[src/rtl/punctuator_tokenizer_unit_macros.svh]
// Assertion macros shared by the tokenizer modules.
`ifndef PUNCTUATOR_TOKENIZER_UNIT_MACROS_SVH
`define PUNCTUATOR_TOKENIZER_UNIT_MACROS_SVH
`ifndef SYNTHESIS
// Same-cycle implication, disabled during reset.
`define PTOK_ASSERT_IMPLY(label, clk, rst, ante, cons) \
   label: assert property (@(posedge clk) disable iff (rst) (ante) |-> (cons)) \
      else $error("tokenizer assertion failed");
// Next-cycle implication, disabled during reset.
`define PTOK_ASSERT_NEXT(label, clk, rst, ante, cons) \
   label: assert property (@(posedge clk) disable iff (rst) (ante) |=> (cons)) \
      else $error("tokenizer assertion failed");
`else
`define PTOK_ASSERT_IMPLY(label, clk, rst, ante, cons)
`define PTOK_ASSERT_NEXT(label, clk, rst, ante, cons)
`endif
`endif

[src/rtl/ptok_pkg.sv]
package ptok_pkg;

   // Kind of an emitted token.
   typedef enum logic [1:0] {
      KIND_SINGLE   = 2'd0,
      KIND_COMPOUND = 2'd1,
      KIND_UNKNOWN  = 2'd2,
      KIND_END      = 2'd3
   } kind_type;

   // One result token.
   typedef struct packed {
      kind_type   kind;
      logic [7:0] value;
   } token_type;

   // Most tokens a single character can cause.
   localparam int unsigned MaxTokens = 3;

   // All tokens caused by one input transaction, first token at index 0.
   typedef struct packed {
      logic [1:0]                      count;
      token_type [MaxTokens-1:0]       tok;
   } step_type;

endpackage

[src/rtl/ptok_ifs.sv]
// Character input channel.
interface ptok_req_if;
   logic       valid;
   logic       ready;
   logic [7:0] ch;
   logic       end_of_input;

   modport source (output valid, output ch, output end_of_input, input ready);
   modport sink (input valid, input ch, input end_of_input, output ready);
endinterface

// Token result channel.
interface ptok_rsp_if;
   logic       valid;
   logic       ready;
   logic [1:0] token_kind;
   logic [7:0] token_value;
   logic       last_of_run;

   modport source (output valid, output token_kind, output token_value,
                   output last_of_run, input ready);
   modport sink (input valid, input token_kind, input token_value,
                 input last_of_run, output ready);
endinterface

[src/rtl/punctuator_tokenizer_unit.sv]
// The first token of a character is offered in the cycle after its transaction is accepted.
// Throughput: one character per cycle while each causes at most one token and the
// result port is ready; a character that causes more (up to three) holds the single
// result port until its last token is taken. One that causes no token takes no result
// slot, but it still waits while tokens of an earlier character are being handed out.
// Reset (synchronous, active high) clears the held operator and drops buffered tokens.
`include "punctuator_tokenizer_unit_macros.svh"

module punctuator_tokenizer_unit (
   input  logic       clock,
   input  logic       reset,
   ptok_req_if.sink   req_chan,
   ptok_rsp_if.source rsp_chan
);

   ptok_pkg::step_type step;
   logic               accept;
   logic               can_take;

   assign req_chan.ready = can_take;
   assign accept         = req_chan.valid && can_take;

   // Tokenizing logic and held operator state.
   ptok_lexer u_lexer (
      .clock        (clock),
      .reset        (reset),
      .accept       (accept),
      .ch           (req_chan.ch),
      .end_of_input (req_chan.end_of_input),
      .step         (step)
   );

   // Result register that hands out one token per cycle while the sink is ready.
   ptok_queue u_queue (
      .clock    (clock),
      .reset    (reset),
      .load     (accept),
      .step     (step),
      .can_take (can_take),
      .rsp_chan (rsp_chan)
   );

endmodule

[src/rtl/ptok_lexer.sv]
`include "punctuator_tokenizer_unit_macros.svh"

module ptok_lexer (
   input  logic               clock,
   input  logic               reset,
   input  logic               accept,
   input  logic [7:0]         ch,
   input  logic               end_of_input,
   output ptok_pkg::step_type step
);

   // Character codes.
   localparam logic [7:0] CH_TAB   = 8'h09;
   localparam logic [7:0] CH_LF    = 8'h0A;
   localparam logic [7:0] CH_VT    = 8'h0B;
   localparam logic [7:0] CH_CR    = 8'h0D;
   localparam logic [7:0] CH_SPACE = 8'h20;
   localparam logic [7:0] CH_LT    = "<";
   localparam logic [7:0] CH_GT    = ">";
   localparam logic [7:0] CH_DOT   = ".";
   localparam logic [7:0] CH_MINUS = "-";
   localparam logic [7:0] CH_EQ    = "=";

   // Compound operator codes.
   localparam logic [7:0] CODE_INC    = 8'd0;
   localparam logic [7:0] CODE_DEC    = 8'd1;
   localparam logic [7:0] CODE_LAND   = 8'd2;
   localparam logic [7:0] CODE_LOR    = 8'd3;
   localparam logic [7:0] CODE_EQ     = 8'd4;
   localparam logic [7:0] CODE_SHL    = 8'd5;
   localparam logic [7:0] CODE_SHR    = 8'd6;
   localparam logic [7:0] CODE_ELLIP  = 8'd7;
   localparam logic [7:0] CODE_SHLEQ  = 8'd8;
   localparam logic [7:0] CODE_SHREQ  = 8'd9;
   localparam logic [7:0] CODE_ARROW  = 8'd10;
   localparam logic [7:0] CODE_ADDEQ  = 8'd11;
   localparam logic [7:0] CODE_SUBEQ  = 8'd12;
   localparam logic [7:0] CODE_MULEQ  = 8'd13;
   localparam logic [7:0] CODE_DIVEQ  = 8'd14;
   localparam logic [7:0] CODE_MODEQ  = 8'd15;
   localparam logic [7:0] CODE_ANDEQ  = 8'd16;
   localparam logic [7:0] CODE_OREQ   = 8'd17;
   localparam logic [7:0] CODE_XOREQ  = 8'd18;
   localparam logic [7:0] CODE_LE     = 8'd19;
   localparam logic [7:0] CODE_GE     = 8'd20;
   localparam logic [7:0] CODE_NE     = 8'd21;

   function automatic logic is_ws(input logic [7:0] c);
      case (c) inside
         CH_SPACE, CH_TAB, CH_CR, CH_LF, CH_VT: return 1'b1;
         default: return 1'b0;
      endcase
   endfunction

   function automatic logic is_single(input logic [7:0] c);
      case (c) inside
         "(", ")", "[", "]", "{", "}", "@", "$", "~", "?", ":", ";", ",": return 1'b1;
         default: return 1'b0;
      endcase
   endfunction

   function automatic logic is_holdable(input logic [7:0] c);
      case (c) inside
         "+", "-", "&", "|", "^", "<", ">", ".", "!", "*", "/", "%", "=": return 1'b1;
         default: return 1'b0;
      endcase
   endfunction

   // Code of the "c=" form; bit 8 is set when the form exists.
   function automatic logic [8:0] assign_code(input logic [7:0] c);
      case (c)
         "+": return {1'b1, CODE_ADDEQ};
         "-": return {1'b1, CODE_SUBEQ};
         "*": return {1'b1, CODE_MULEQ};
         "/": return {1'b1, CODE_DIVEQ};
         "%": return {1'b1, CODE_MODEQ};
         "&": return {1'b1, CODE_ANDEQ};
         "|": return {1'b1, CODE_OREQ};
         "^": return {1'b1, CODE_XOREQ};
         "<": return {1'b1, CODE_LE};
         ">": return {1'b1, CODE_GE};
         "!": return {1'b1, CODE_NE};
         default: return 9'd0;
      endcase
   endfunction

   // Code of a doubled character that completes at once; bit 8 flags it.
   function automatic logic [8:0] double_code(input logic [7:0] c);
      case (c)
         "+": return {1'b1, CODE_INC};
         "-": return {1'b1, CODE_DEC};
         "&": return {1'b1, CODE_LAND};
         "|": return {1'b1, CODE_LOR};
         "=": return {1'b1, CODE_EQ};
         default: return 9'd0;
      endcase
   endfunction

   logic [7:0] held_char_ff;
   logic [7:0] held_char_in;
   logic [1:0] held_count_ff;
   logic [1:0] held_count_in;

   logic [1:0]          hc;
   logic                do_flush;
   logic                do_fresh;
   logic                comp_hit;
   logic [7:0]          comp_code;
   logic [8:0]          dbl;
   logic [8:0]          asg;
   logic [1:0]          cnt;
   ptok_pkg::step_type  step_c;

   // Decide what this character does against the held operator.
   always_comb begin
      hc            = (held_count_ff == 2'd3) ? 2'd0 : held_count_ff;
      dbl           = double_code(held_char_ff);
      asg           = assign_code(held_char_ff);
      do_flush      = 1'b0;
      do_fresh      = 1'b0;
      comp_hit      = 1'b0;
      comp_code     = 8'd0;
      held_char_in  = held_char_ff;
      held_count_in = 2'd0;

      if (end_of_input) begin
         do_flush = 1'b1;
      end else if (hc == 2'd0) begin
         do_fresh = 1'b1;
      end else if (hc == 2'd1) begin
         if (ch == held_char_ff && dbl[8]) begin
            comp_hit  = 1'b1;
            comp_code = dbl[7:0];
         end else if (ch == held_char_ff && (held_char_ff == CH_LT ||
                      held_char_ff == CH_GT || held_char_ff == CH_DOT)) begin
            held_count_in = 2'd2;
         end else if (held_char_ff == CH_MINUS && ch == CH_GT) begin
            comp_hit  = 1'b1;
            comp_code = CODE_ARROW;
         end else if (ch == CH_EQ && asg[8]) begin
            comp_hit  = 1'b1;
            comp_code = asg[7:0];
         end else begin
            do_flush = 1'b1;
            do_fresh = 1'b1;
         end
      end else begin
         if (held_char_ff == CH_LT && ch == CH_EQ) begin
            comp_hit  = 1'b1;
            comp_code = CODE_SHLEQ;
         end else if (held_char_ff == CH_GT && ch == CH_EQ) begin
            comp_hit  = 1'b1;
            comp_code = CODE_SHREQ;
         end else if (held_char_ff == CH_DOT && ch == CH_DOT) begin
            comp_hit  = 1'b1;
            comp_code = CODE_ELLIP;
         end else begin
            do_flush = 1'b1;
            do_fresh = 1'b1;
         end
      end

      // A fresh holdable character becomes the new held operator.
      if (do_fresh && !is_ws(ch) && !is_single(ch) && is_holdable(ch)) begin
         held_char_in  = ch;
         held_count_in = 2'd1;
      end
   end

   // Collect the tokens in emission order: flush, compound, fresh, end.
   always_comb begin
      step_c = '0;
      cnt    = 2'd0;
      if (do_flush) begin
         if (hc == 2'd1) begin
            step_c.tok[cnt] = '{ptok_pkg::KIND_SINGLE, held_char_ff};
            cnt = cnt + 2'd1;
         end else if (hc == 2'd2) begin
            if (held_char_ff == CH_LT) begin
               step_c.tok[cnt] = '{ptok_pkg::KIND_COMPOUND, CODE_SHL};
               cnt = cnt + 2'd1;
            end else if (held_char_ff == CH_GT) begin
               step_c.tok[cnt] = '{ptok_pkg::KIND_COMPOUND, CODE_SHR};
               cnt = cnt + 2'd1;
            end else begin
               step_c.tok[cnt] = '{ptok_pkg::KIND_SINGLE, held_char_ff};
               cnt = cnt + 2'd1;
               step_c.tok[cnt] = '{ptok_pkg::KIND_SINGLE, held_char_ff};
               cnt = cnt + 2'd1;
            end
         end
      end
      if (comp_hit) begin
         step_c.tok[cnt] = '{ptok_pkg::KIND_COMPOUND, comp_code};
         cnt = cnt + 2'd1;
      end
      if (do_fresh && !is_ws(ch)) begin
         if (is_single(ch)) begin
            step_c.tok[cnt] = '{ptok_pkg::KIND_SINGLE, ch};
            cnt = cnt + 2'd1;
         end else if (!is_holdable(ch)) begin
            step_c.tok[cnt] = '{ptok_pkg::KIND_UNKNOWN, ch};
            cnt = cnt + 2'd1;
         end
      end
      if (end_of_input) begin
         step_c.tok[cnt] = '{ptok_pkg::KIND_END, 8'd0};
         cnt = cnt + 2'd1;
      end
      step_c.count = cnt;
   end

   assign step = step_c;

   // Held operator state advances on every accepted transaction.
   always_ff @(posedge clock) begin
      if (reset) begin
         held_char_ff  <= 8'd0;
         held_count_ff <= 2'd0;
      end else if (accept) begin
         held_char_ff  <= held_char_in;
         held_count_ff <= held_count_in;
      end
   end

   `PTOK_ASSERT_IMPLY(a_count_range, clock, reset, 1'b1, held_count_ff != 2'd3)
   `PTOK_ASSERT_IMPLY(a_double_hold, clock, reset, held_count_ff == 2'd2, held_char_ff == CH_LT || held_char_ff == CH_GT || held_char_ff == CH_DOT)
   `PTOK_ASSERT_NEXT(a_eoi_clears, clock, reset, accept && end_of_input, held_count_ff == 2'd0)

endmodule

[src/rtl/ptok_queue.sv]
`include "punctuator_tokenizer_unit_macros.svh"

module ptok_queue (
   input  logic                clock,
   input  logic                reset,
   input  logic                load,
   input  ptok_pkg::step_type  step,
   output logic                can_take,
   ptok_rsp_if.source          rsp_chan
);

   ptok_pkg::token_type tok_ff [ptok_pkg::MaxTokens];
   logic [1:0]          count_ff;
   logic [1:0]          count_in;
   logic [1:0]          idx_ff;
   logic [1:0]          idx_in;
   logic                last;
   logic                pop;

   assign last = (idx_ff == count_ff - 2'd1);
   assign pop  = rsp_chan.valid && rsp_chan.ready;

   // A new transaction fits once the buffer is empty or hands out its last token now.
   assign can_take = (count_ff == 2'd0) || (last && rsp_chan.ready);

   assign rsp_chan.valid       = (count_ff != 2'd0);
   assign rsp_chan.token_kind  = tok_ff[idx_ff].kind;
   assign rsp_chan.token_value = tok_ff[idx_ff].value;
   assign rsp_chan.last_of_run = last;

   // Read pointer and fill count.
   always_comb begin
      count_in = count_ff;
      idx_in   = idx_ff;
      if (load) begin
         count_in = step.count;
         idx_in   = 2'd0;
      end else if (pop) begin
         if (last) begin
            count_in = 2'd0;
            idx_in   = 2'd0;
         end else begin
            idx_in = idx_ff + 2'd1;
         end
      end
   end

   always_ff @(posedge clock) begin
      if (reset) begin
         count_ff <= 2'd0;
         idx_ff   <= 2'd0;
      end else begin
         count_ff <= count_in;
         idx_ff   <= idx_in;
      end
   end

   // Token payload registers.
   always_ff @(posedge clock) begin
      if (load) begin
         for (int i = 0; i < ptok_pkg::MaxTokens; i++) begin
            tok_ff[i] <= step.tok[i];
         end
      end
   end

   `PTOK_ASSERT_IMPLY(a_idx_in_range, clock, reset, count_ff != 2'd0, idx_ff < count_ff)
   `PTOK_ASSERT_NEXT(a_load_shows, clock, reset, load && step.count != 2'd0, rsp_chan.valid && idx_ff == 2'd0)

endmodule
[src/flat_wrapper.sv]
// flat-port wrapper written by rule: the top's interface ports become plain ports
module punctuator_tokenizer_unit_flat 
  (clock, reset, req_chan_valid, req_chan_ch, req_chan_end_of_input, req_chan_ready, rsp_chan_valid, rsp_chan_token_kind, rsp_chan_token_value, rsp_chan_last_of_run, rsp_chan_ready);
  ptok_req_if req_chan_i ();
  ptok_rsp_if rsp_chan_i ();
  input  logic clock;
  input  logic reset;
  input wire logic [$bits(req_chan_i.valid)-1:0] req_chan_valid;
  input wire logic [$bits(req_chan_i.ch)-1:0] req_chan_ch;
  input wire logic [$bits(req_chan_i.end_of_input)-1:0] req_chan_end_of_input;
  output wire logic [$bits(req_chan_i.ready)-1:0] req_chan_ready;
  output wire logic [$bits(rsp_chan_i.valid)-1:0] rsp_chan_valid;
  output wire logic [$bits(rsp_chan_i.token_kind)-1:0] rsp_chan_token_kind;
  output wire logic [$bits(rsp_chan_i.token_value)-1:0] rsp_chan_token_value;
  output wire logic [$bits(rsp_chan_i.last_of_run)-1:0] rsp_chan_last_of_run;
  input wire logic [$bits(rsp_chan_i.ready)-1:0] rsp_chan_ready;
  assign req_chan_i.valid = req_chan_valid;
  assign req_chan_i.ch = req_chan_ch;
  assign req_chan_i.end_of_input = req_chan_end_of_input;
  assign req_chan_ready = req_chan_i.ready;
  assign rsp_chan_valid = rsp_chan_i.valid;
  assign rsp_chan_token_kind = rsp_chan_i.token_kind;
  assign rsp_chan_token_value = rsp_chan_i.token_value;
  assign rsp_chan_last_of_run = rsp_chan_i.last_of_run;
  assign rsp_chan_i.ready = rsp_chan_ready;
  punctuator_tokenizer_unit u_core (.clock(clock), .reset(reset), .req_chan(req_chan_i), .rsp_chan(rsp_chan_i));
endmodule
[config.mk]
export PLATFORM = sky130hd
export DESIGN_NAME = punctuator_tokenizer_unit_flat
export DESIGN_NICKNAME = d
export VERILOG_FILES = /design/src/rtl/ptok_pkg.sv /design/src/rtl/ptok_ifs.sv /design/src/rtl/punctuator_tokenizer_unit.sv /design/src/rtl/ptok_lexer.sv /design/src/rtl/ptok_queue.sv /design/src/flat_wrapper.sv
export VERILOG_INCLUDE_DIRS = /design/src /design/src/rtl
export SDC_FILE = /design/constraint.sdc
export NUM_CORES = 1
export LEC_CHECK = 0
export ABC_AREA = 1
export BUFFER_PORTS_ARGS = -buffer_cell sky130_fd_sc_hd__buf_2
export CAP_MARGIN = 0
export CORE_MARGIN = 10
export CORE_UTILIZATION = 65
export CTS_CLUSTER_DIAMETER = 30
export CTS_CLUSTER_SIZE = 8
export DETAILED_ROUTE_END_ITERATION = 10
export PLACE_DENSITY = 0.95
export SLEW_MARGIN = 20
export SYNTH_ARGS = -nofsm -noshare
export SYNTH_HDL_FRONTEND = slang
export SYNTH_SLANG_ARGS = --single-unit
export TNS_END_PERCENT = 1
[constraint.sdc]
create_clock -name clock -period 5.7 [get_ports clock]
set_clock_uncertainty 0.15 [all_clocks]
set_input_delay 0.855 -clock clock [delete_from_list [all_inputs] [get_ports clock]]
set_output_delay 0.855 -clock clock [all_outputs]
set_load 0.02 [all_outputs]
# Word-level counts from Yosys, hierarchy flattened

Memories as Yosys holds them, arrays and structs flattened. A register that Yosys moved wholly into a read port is not among the register bits.
Cells that the tools add are included.

Latch bits: 0
Logic and storage cells: 187
RAM bits: 30
Memories kept: 1
Input port bits: 13
Register bits after elaboration: 14
Output and inout port bits: 13
Bits in read-only memories: 0

$lt $le $gt $ge: 6
Div/mod/pow operators: 0
Add/sub/neg operators: 5
Multiply operators: 0
Bitwise logic cells: 3
Shift-type cells: 0
Multiplexer cells: 87
Eq/ne operators: 49
Reductions and logical operators: 32

Memories:

| name                  | words | width | rd ports | clocked after memory_dff | write ports | line             | text |
|---|---|---|---|---|---|---|---|
| u_core.u_queue.tok_ff | 3     | 10    | 1        | 1                        | 3           | ptok_queue.sv:12 | `ptok_pkg::token_type tok_ff [ptok_pkg::MaxTokens];` |

Operators by type and width:

| operator            | count |
|---|---|
| $eq 8x6->1 const B  | 30 |
| $mux 30             | 5 |
| $pmux 9 s11         | 1 |
| $bwmux 30           | 3 |
| $eq 8x7->1 const B  | 10 |
| $mux 8              | 9 |
| $demux 10 s2        | 3 |
| $mux 10             | 5 |
| $mux 2              | 23 |
| $pmux 9 s5          | 1 |
| $mux 20             | 2 |
| $eq 8x4->1 const B  | 4 |
| $mux 1              | 30 |
| $reduce_or 13->1    | 2 |
| $and 24x24->24      | 1 |
| $not 24->24         | 1 |
| $mux 9              | 2 |
| $logic_and 1x1->1   | 16 |
| $lt 2x3->1 const B  | 3 |
| $add 2x1->2 const B | 4 |
| $eq 8x8->1          | 1 |
| $mux 4              | 2 |
| $ge 2x1->1 const B  | 3 |
| $or 6x6->6          | 1 |
| 12 further kinds    | 20 |

# Logic depth before layout (Yosys ltp)

Gate-level depths: netlist of run 1.

Depth in word-level cells: 24
Gate-level depth with buffers: 29
Mapped depth without buffers: 28

# By module

From an unflattened synthesis of run 1, not the netlist that was laid out.

Cell total of the unflattened synthesis: 509
Area, all modules: 3,559.7 um^2

By module, submodules not included:

| module                    | cells each | area each (um^2) | seq. area each (um^2) | instances |
|---|---|---|---|---|
| ptok_lexer                | 391        | 2,164.6          | 200.2                 | 1 |
| ptok_queue                | 116        | 1,387.6          | 1,021.0               | 1 |
| punctuator_tokenizer_unit | 2          | 7.5              | 0.0                   | 1 |

# Least setup slack after synthesis of run 1

Ideal clock, no wire load.

Path kind: in2reg
Start point: input port req_chan_ch[2]
End point: memory u_core.u_queue.tok_ff[1][0] (netlist name) (data pin)
Arrival time: 3.586 ns
Path buffers: 1
Stages: 26
Slack: 1.813 ns
Cells stage by stage: buf_2 nand2_1 nor2_1 nand2_1 inv_1 nand2_1 nand2_1 nor2_4 nand2_4 nand2_1 nand2_2 nand2_4 nand3_4 ha_1 nand2_1 nand2_4 inv_1 ha_1 inv_1 nand2_1 nand2_1 inv_1 ha_1 nand2_1 o21ai_0 a31oi_1

RTL lines:

| element         | line              | text |
|---|---|---|
| start, declared | flat_wrapper.sv:9 | `input wire logic [$bits(req_chan_i.ch)-1:0] req_chan_ch;` |
| end, declared   | ptok_queue.sv:12  |  |

==> flow_summary.toml, run 1 <==
[power_and_ir_drop]
powerDensity_nw_per_um2 = 192
peakVddDrop_mv = 0.102
comb_power_share_pct = 17.9
power.switching_uw = 211
swShare_pct = 29.6
internal_power_uw = 502
p_leak_nw = 1.65
seqPwrFrac_pct = 54.5
clkPwrFrac_pct = 27.6

[cts]
clk_pin_slew_ns = 0.09
cts_buffer_depth = 2
worstSkewPairLatency_ns = 0.30
cts-root-buf = "clkbuf_8"
holdBufCountCts = 0
cts_tree = "built"
post_cts_buffers = 0
cts-buffers-inserted = 5
cts_resized = 0
clock_sink_count = 46
htree_levels = 2

[placement]
postPlaceCellArea_sq_um = 3630
placed_cells = 576
io_buffers = 25
routabilityCongestion = 1.02
place_hpwl_um = 7560

[timing]
finalCritPeriodShare_pct = 73.8
rsz0062_at_grt = "no"
tns_ns = 0
tightestPinTransition_ns = 0.643
final-setup-viol-count = 0
period_needed_ns = 4.21
hold_slack_ns = 0.323
relSlewSlack_pct = 57.0
fmax_mhz = 238
hold_viol = 0
slew_violations = 0

[routing]
drtAntennaViolNets = 0
drt_wl_total_um = 9610
top_layer = "met4"
avgRoutedWirePerCell_um = 16.5
first_iter_violations = 361
num_vias = 3460
wl_met1_um = 4040
wl_met3_um = 787
drc = 0
first_pass_iters = 7
wl_met2_um = 4360
viasPerCell = 5.92

[synthesis]
synth_most_common_cell = "nand2_1"
synth-edff-count = 30
synth-simple-area-share_pct = 34.9
synth_top_cell_by_area = "edfxtp_1"
syn-num-nets = 519
yosysUniqueCellTypes = 44
synthAdderAreaFrac_pct = 3.93
synth_top_cells_by_area = "edfxtp_1 (26%), nand2_1 (13%), dfxtp_1 (9.2%)"
synth_ff_type = "edfxtp_1"
synthMuxAreaShare_pct = 0
synth_top_family_by_area = "simple AND/OR/NAND/NOR gates"
synthXorXnorAreaFrac_pct = 0.751
ys_seq_area_share_pct = 34.9
syn_inst = 495
ys_seq_elements = 46
async_flop_share_pct = 0
synth-compound-area-share_pct = 16.2
synthesis.area_sq_um = 3500
ys_top_cells_by_count = "nand2_1 (118), nor2_1 (60), inv_1 (53), a21oi_1 (41)"
synth_warnings = 0
syn_area_per_cell_sq_um = 7.07
netlist.area_leader.share_pct = 25.8

[worst_setup_path]
r2r_slack_ns = 1.60
end_kind = "flop"
r2r_end = "u_core.u_queue.tok_ff[1][0]"
crit_type = "in2reg"
cp.required_ns = 5.69
crit_path_end = "u_core.u_queue.tok_ff[1][0]"
cp_max_fo = 9
reg2reg_depth = 26
cp.arrival_ns = 4.20
crit_start = "req_chan_ch[1]"
startpoint_type = "primary input"
r2r-start = "u_core.u_lexer.held_char_ff[1]"

[floorplanning]
chipHeight_um = 93.4
ios = 26
core_area_sq_um = 5170
rows = 26
die_area_sq_um = 8720
dieWidth_um = 93.4
start_util_pct = 67.6

[global_routing]
grt_pass1_vias = 3178
grt-ovfl-total = 0
antenna_found_initial = 0
grt_max_degree = 33
grt_pass1_wl_um = 15500
grt.total_usage_pct = 21.9

[finish]
final-seq-area_sq_um = 1220
nNetsFinal = 537
drive_above_1_share_pct = 15.0
multi_input_area_sq_um = 1950
num-fill-cells = 445
layout.cells.non_filler = 584
synthToLayoutAreaGrowth_pct = 6.19
postLayoutCellArea_sq_um = 3710
diodes = 0

[flow_run]
maxCapViolCount = 0

[run_status]
status = "finished, final reports clean"

[hold_path]
hold_class = "reg2reg"
## sequential cells by signal, summed over array words and instances (netlist names), named ones only
| name | flops |
|---|---|
| u_core.u_lexer.held_char_ff | 8 |
| u_core.u_queue.tok_ff | 30 |
| u_core.u_queue.count_ff | 2 |
| u_core.u_queue.idx_ff | 2 |
| u_core.u_lexer.held_count_ff | 2 |
## routing by layer
layer | track usage (%) | up-vias
met4 | 12.1 | 0
li1 | - | 1683
met3 | 3.44 | 36
met2 | 35.0 | 186
met5 | 0 | -
met1 | 27.7 | 1555
## critical path: stages
cell and delay, ns:
buf_2 0.18, inv_2 0.10, nand2_1 0.09, nor2_1 0.07, nand2_1 0.14, inv_1 0.13, nand2_1 0.08, nand2_1 0.10
nor2_4 0.17, nand2_4 0.07, nand2_1 0.07, nand2_2 0.06, nand2_4 0.12, nand3_4 0.11, ha_1 0.29, nand2_1 0.09
nand2_4 0.12, inv_1 0.06, ha_1 0.28, inv_1 0.05, nand2_1 0.06, nand2_1 0.10, inv_1 0.07, ha_1 0.19
nand2_1 0.20, o21ai_0 0.16, a31oi_1 0.18
## how the worst min path moves through the flow
stage | endpoint | cells after the start | startpoint | slack, ns
final | u_core.u_queue.count_ff[1] | 2 | u_core.u_queue.count_ff[1] | 0.32
after global routing | u_core.u_queue.count_ff[1] | 2 | u_core.u_queue.count_ff[1] | 0.35
after CTS | u_core.u_queue.count_ff[1] | 2 | u_core.u_queue.count_ff[1] | 0.33
after detailed placement | u_core.u_queue.count_ff[1] | 2 | u_core.u_queue.count_ff[1] | 0.31
after global placement | u_core.u_queue.count_ff[1] | 2 | u_core.u_queue.count_ff[1] | 0.31
after floorplan | u_core.u_queue.count_ff[1] | 2 | u_core.u_queue.count_ff[1] | 0.29
## power groups by stage
| stage | clock (mW) | sequential, mW | combinational, mW |
|---|---|---|---|
| floorplan | 0 | 0.392 | 0.0912 |
| global placement | 0 | 0.395 | 0.124 |
| detailed placement | 0 | 0.396 | 0.126 |
| CTS | 0.197 | 0.389 | 0.127 |
| global route | 0.208 | 0.390 | 0.142 |
| finish | 0.197 | 0.388 | 0.128 |
## per-stage QoR
stage	total power [mW]	setup slack [ns]	utilization, %
2_1_floorplan	0.483	1.81	-
3_3_place_gp	0.519	1.35	70.2
3_5_place_dp	0.523	1.23	70.2
4_1_cts	0.712	1.54	71.8
5_1_grt	0.740	1.20	71.8
6_report	0.713	1.49	71.8
## cells by family (layout without fill, tap and decap cells)
family / Yosys count / in the layout
buf+inv: 80 / 99
fa+ha+maj: 11 / 11
flops: 46 / 46
compound gates: 100 / 100
simple gates: 255 / 255
xor+xnor: 3 / 3
## placed cells by master, fill, tap and decap left out, drive strengths merged, types with 2 or more instances in the layout
master  instances
dfxtp          16
clkbuf          6
xor2            3
a31oi           6
nand3          27
o221ai          2
nand4          10
a21oi          43
o32ai           2
nor4            2
buf            25
nand2         132
nor3           11
o21ai          34
nor2           71
ha             11
inv            64
nor3b           2
o22ai           5
edfxtp         30
a22oi           2
clkinv          4
## area by class of cell
type | count | area share, %
timing repair buffer | 25 | 3.37
multi-input combinational | 369 | 52.5
clock inverter | 2 | 0.269
clock buffer | 6 | 1.95
inverter | 66 | 6.67
tap | 70 | 2.36
sequential | 46 | 32.9
Power figures use the tool's default switching activity.
==> inputs of run 2 (changes only) <==
--- a/config.mk
+++ b/config.mk
@@ -10,11 +10,11 @@
 export BUFFER_PORTS_ARGS = -buffer_cell sky130_fd_sc_hd__buf_2
 export CAP_MARGIN = 0
 export CORE_MARGIN = 10
-export CORE_UTILIZATION = 65
+export CORE_UTILIZATION = 61
 export CTS_CLUSTER_DIAMETER = 30
 export CTS_CLUSTER_SIZE = 8
 export DETAILED_ROUTE_END_ITERATION = 10
-export PLACE_DENSITY = 0.95
+export PLACE_DENSITY = 0.91
 export SLEW_MARGIN = 20
 export SYNTH_ARGS = -nofsm -noshare
 export SYNTH_HDL_FRONTEND = slang
==> constraint.sdc (replaced) <==
create_clock -name clock -period 4.3 [get_ports clock]
set_clock_uncertainty 0.15 [all_clocks]
set_input_delay 0.645 -clock clock [delete_from_list [all_inputs] [get_ports clock]]
set_output_delay 0.645 -clock clock [all_outputs]
set_load 0.02 [all_outputs]
==> run 2 against run 1 <==
  * Count of clock-buffer cells in the layout decreased by 1
  * Die area is 5.1% higher
  * Routed wire length rose by 1.5%
  * Combinational power grew 37%
  * Design area increased by 1.5%
  * Via count up 0.61%
==> flow_summary.toml, run 2 (synthesis gave the netlist of run 1 again) <==
[cts]
worstSkewPairLatency_ns = 0.31
cts-buffers-inserted = 5
cts_tree = "built"
clk_pin_slew_ns = 0.10
htree_levels = 2
holdBufCountCts = 0
cts-root-buf = "clkbuf_8"
cts_buffer_depth = 2
clock_sink_count = 46

[timing]
finalCritPeriodShare_pct = 91.9
fmax_mhz = 253
tns_ns = 0
rsz0062_at_grt = "no"
slew_violations = 0
relSlewSlack_pct = 56.0
tightestPinTransition_ns = 0.658
period_needed_ns = 3.95
hold_slack_ns = 0.322
final-setup-viol-count = 0
setup_slack_ns = 0.348
hold_viol = 0

[routing]
viasPerCell = 5.89
first_iter_violations = 304
num_vias = 3481
drtAntennaViolNets = 0
avgRoutedWirePerCell_um = 16.5
drc = 0
first_pass_iters = 7
drt_wl_total_um = 9750

[worst_setup_path]
r2r_slack_ns = 0.35
cp.required_ns = 4.27
slowest_delay_ns = 0.46
cp.arrival_ns = 3.92
cp_max_fo = 10
cp_slowest_cell = "dfxtp_1"
end_kind = "flop"
reg2reg_depth = 26
startpoint_type = "flop"
cpMostUsedCell = "nand2_1"
crit_start = "u_core.u_lexer.held_char_ff[7]"
crit_type = "reg2reg"
r2r-start = "u_core.u_lexer.held_char_ff[7]"
crit_path_end = "u_core.u_queue.tok_ff[0][6]"
r2r_end = "u_core.u_queue.tok_ff[0][6]"

[finish]
layout_top_registers = "u_core.u_queue.tok_ff (30), u_core.u_lexer.held_char_ff (8)"
postLayoutCellArea_sq_um = 3770
post-route-util_pct = 68.1
nNetsFinal = 542
layout.cells.most_common_list = "nand2_1 (116), nor2_1 (60), inv_1 (53), a21oi_1 (41)"
largest_reg_flops = 30
diodes = 0
final_common_cell = "nand2_1"
drive_above_1_share_pct = 16.8
synthToLayoutAreaGrowth_pct = 7.80
largest-register = "u_core.u_queue.tok_ff"

[power_and_ir_drop]
p_leak_nw = 1.68
powerDensity_nw_per_um2 = 256
peakVddDrop_mv = 0.158

[placement]
io_buffers = 25
routabilityCongestion = 0.996
place_hpwl_um = 7850
place_ws_ns = 0.109
postPlaceCellArea_sq_um = 3670

[global_routing]
antenna_found_initial = 0
grt_pass1_wl_um = 16000
grt.total_usage_pct = 22.1
grt_max_degree = 32
grt-ovfl-total = 0
grt_pass1_vias = 3316

[floorplanning]
die_area_sq_um = 9160
ios = 26
rows = 27
dieWidth_um = 95.7
chipHeight_um = 95.7
start_util_pct = 63.1
core_area_sq_um = 5540

[hold_path]
hold_class = "reg2reg"

[flow_run]
maxCapViolCount = 0

[run_status]
status = "finished, final reports clean"
-- run 2: stage by stage --
stage / total power, mW / std cells
finish: 0.964 / 591
global route: 1.00 / 591
CTS: 0.963 / 591
detailed placement: 0.698 / 583
global placement: 0.693 / 583
floorplan: 0.640 / 495
-- run 2: area by class of cell --
class | instances | area, sq um
well taps | 72 | 90.1
inverters | 66 | 248
fillers | 503 | 1770
flip-flops and latches | 46 | 1220
multi-input cells | 369 | 1960
clock buffers | 5 | 68.8
clock inverters | 3 | 21.3
repair buffers | 30 | 163
-- run 2: what timing repair did --
| item | 4_1_cts | 5_1_grt |
|---|---|---|
| resized for setup | 0 | 5 |
| setup buffers | 0 | 0 |
| endpoints found under the setup margin | 0 | 19 |
-- run 2: worst max-delay path, delay by kind of cell (launching register included) --
| kind | cells | cell delay, ns |
|---|---|---|
| and+or+nand+nor | 16 | 1.70 |
| adders and majority gates | 3 | 0.76 |
| DFF | 1 | 0.46 |
| AOI/OAI and AO/OA | 3 | 0.38 |
| buffers and inverters | 4 | 0.29 |
-- run 2: worst min-delay path by stage --
stage	from	end	slack, ns	depth (start not counted)
after floorplan	u_core.u_queue.count_ff[1]	u_core.u_queue.count_ff[1]	0.29	2
after global placement	u_core.u_queue.count_ff[1]	u_core.u_queue.count_ff[1]	0.30	2
after detailed placement	u_core.u_queue.count_ff[1]	u_core.u_queue.count_ff[1]	0.31	2
after CTS	u_core.u_queue.count_ff[1]	u_core.u_queue.count_ff[1]	0.33	2
after global routing	u_core.u_queue.count_ff[1]	u_core.u_queue.count_ff[1]	0.34	2
final	u_core.u_queue.count_ff[1]	u_core.u_queue.count_ff[1]	0.32	2
-- run 2: power by group --
part	internal, mW	leakage [nW]	switching [mW]
registers	0.502	0.429	0.0129
clock network	0.114	0.0441	0.159
logic	0.0539	1.20	0.121
total	0.671	1.68	0.293
-- run 2: per-layer routing --
metal / vias up / global-route usage [%] / wire length [um]
met5: - / 0 / 0
met4: 0 / 12.4 / 488
li1: 1690 / - / -
met3: 45 / 3.66 / 773
met2: 183 / 36.0 / 4490
met1: 1563 / 27.1 / 4000
==> inputs of run 3 (changes only) <==
--- a/config.mk
+++ b/config.mk
@@ -10,11 +10,12 @@
 export BUFFER_PORTS_ARGS = -buffer_cell sky130_fd_sc_hd__buf_2
 export CAP_MARGIN = 0
 export CORE_MARGIN = 10
-export CORE_UTILIZATION = 61
+export CORE_UTILIZATION = 63
+export CTS_BUF_LIST = sky130_fd_sc_hd__clkbuf_8
 export CTS_CLUSTER_DIAMETER = 30
 export CTS_CLUSTER_SIZE = 8
 export DETAILED_ROUTE_END_ITERATION = 10
-export PLACE_DENSITY = 0.91
+export PLACE_DENSITY = 0.93
 export SLEW_MARGIN = 20
 export SYNTH_ARGS = -nofsm -noshare
 export SYNTH_HDL_FRONTEND = slang
==> run 3 against run 2 <==
  * Count of clock-buffer cells in the layout did not move
  * Hold slack got worse by 0.0051 ns
  * Maximum frequency fell by 0.68%
  * Design area fell by 0.40%
  * Total power fell by 0.33%
  * First-iteration DRC count rose by 42%
  * Combinational power barely moved
  * Via count rose by 4.7%
  * Critical path depth did not move
  * Routed wire length rose by 5.9%
  * Critical path type unchanged
  * Critical endpoint is now u_core.u_queue.tok_ff[0][2]
==> flow_summary.toml, run 3 (synthesis gave the netlist of run 1 again) <==
[run_status]
status = "finished, final reports clean"

[timing]
tns_ns = 0
tightestPinTransition_ns = 0.649
relSlewSlack_pct = 56.6
fmax_mhz = 251
finalCritPeriodShare_pct = 92.5
final-setup-viol-count = 0
period_needed_ns = 3.98
setup_slack_ns = 0.320
rsz0062_at_grt = "no"
hold_viol = 0
hold_slack_ns = 0.317
slew_violations = 0

[placement]
place_ws_ns = 0.000992
routabilityCongestion = 0.997
io_buffers = 25
place_hpwl_um = 8080
placed_cells = 581

[cts]
cts_resized = 0
post_cts_buffers = 0
htree_levels = 2
worstSkewPairLatency_ns = 0.31
cts_tree = "built"
holdBufCountCts = 0
cts-buffers-inserted = 5
clock_sink_count = 46
cts_buffer_depth = 2
clk_pin_slew_ns = 0.10
cts-root-buf = "clkbuf_8"

[floorplanning]
core_area_sq_um = 5440
die_area_sq_um = 8930
chipHeight_um = 94.5
dieWidth_um = 94.5
ios = 26
start_util_pct = 64.3
rows = 27

[routing]
drtAntennaViolNets = 0
num_vias = 3643
viasPerCell = 6.19
first_pass_iters = 7
first_iter_violations = 431
avgRoutedWirePerCell_um = 17.5
drt_wl_total_um = 10300
drc = 0

[worst_setup_path]
reg2reg_depth = 26
cp.arrival_ns = 3.98
crit_type = "reg2reg"
startpoint_type = "flop"
cp.required_ns = 4.30
end_kind = "flop"
cp_max_fo = 10

[global_routing]
grt.total_usage_pct = 23.0
grt_pass1_wl_um = 16400
grt_pass1_vias = 3355
grt_max_degree = 32
grt-ovfl-total = 0
antenna_found_initial = 0

[finish]
post-route-util_pct = 69.1
layout.cells.most_common_list = "nand2_1 (117), nor2_1 (60), inv_1 (53), a21oi_1 (41)"
drive_above_1_share_pct = 16.6
synthToLayoutAreaGrowth_pct = 7.37
diodes = 0
layout.cells.non_filler = 589
largest-register = "u_core.u_queue.tok_ff"
nNetsFinal = 540
final_common_cell = "nand2_1"
layout_top_registers = "u_core.u_queue.tok_ff (30), u_core.u_lexer.held_char_ff (8)"
largest_reg_flops = 30

[hold_path]
hold_path_depth = 2
hold_class = "reg2reg"

[power_and_ir_drop]
p_leak_nw = 1.67
peakVddDrop_mv = 0.121
powerDensity_nw_per_um2 = 256

[flow_run]
maxCapViolCount = 0
-- run 3: cell count changes in the layout (fill, tap and decap cells not counted) --
| cell | previous run | this run |
|---|---|---|
| buf_4 | 5 | 3 |
| dfxtp_1 | 13 | 11 |
| dfxtp_2 | 3 | 5 |
| nand2_1 | 116 | 117 |
| nand2_2 | 11 | 10 |
-- run 3: layout make-up --
class	instances	area, sq um
Multi-Input combinational cell	369	1950
Tap cell	72	90.1
Inverter	66	248
Clock buffer	5	68.8
Timing Repair Buffer	28	148
Fill cell	454	1680
Clock inverter	3	21.3
Sequential cell	46	1230
-- run 3: final timing paths --
check	from	to	slack, ns
worst max-delay path	u_core.u_lexer.held_char_ff[7]	u_core.u_queue.tok_ff[0][2]	0.32
worst min-delay path	u_core.u_queue.count_ff[1]	u_core.u_queue.count_ff[1]	0.32
worst max register to register	u_core.u_lexer.held_char_ff[7]	u_core.u_queue.tok_ff[0][2]	0.32
worst min register to register	u_core.u_queue.count_ff[1]	u_core.u_queue.count_ff[1]	0.32
-- run 3: metrics by stage --
| step | area (sq um) | power (mW) |
|---|---|---|
| floorplan | 3500 | 0.640 |
| global placement | 3660 | 0.690 |
| detailed placement | 3660 | 0.698 |
| CTS | 3750 | 0.958 |
| global route | 3760 | 1.00 |
| finish | 3760 | 0.961 |
-- run 3: critical path, stage by stage (launching register included) --
cell	delay [ns]
dfxtp_1	0.45
inv_2	0.10
nand2_2	0.15
nor2_4	0.07
nand2_2	0.12
nand2_1	0.11
nor2_2	0.15
a21oi_2	0.09
nor2_4	0.18
nand2_4	0.07
nand2_1	0.07
nand2_2	0.06
nand2_4	0.12
nand3_4	0.11
ha_1	0.30
nand2_1	0.08
nand2_4	0.11
inv_1	0.06
ha_1	0.28
inv_1	0.05
nand2_1	0.06
nand2_1	0.09
inv_1	0.06
ha_1	0.17
nand2_1	0.23
o21ai_0	0.18
nor2_1	0.14
-- run 3: per-layer routing --
| layer | GRT usage [%] | wire [um] |
|---|---|---|
| met5 | 0 | 0 |
| met4 | 12.1 | 486 |
| met3 | 4.12 | 964 |
| met2 | 37.8 | 4840 |
| met1 | 28.1 | 4040 |
-- run 3: power breakdown --
part	total, mW	switching (mW)	internal (mW)
logic	0.175	0.123	0.0527
clock network	0.269	0.155	0.114
registers	0.516	0.0133	0.503
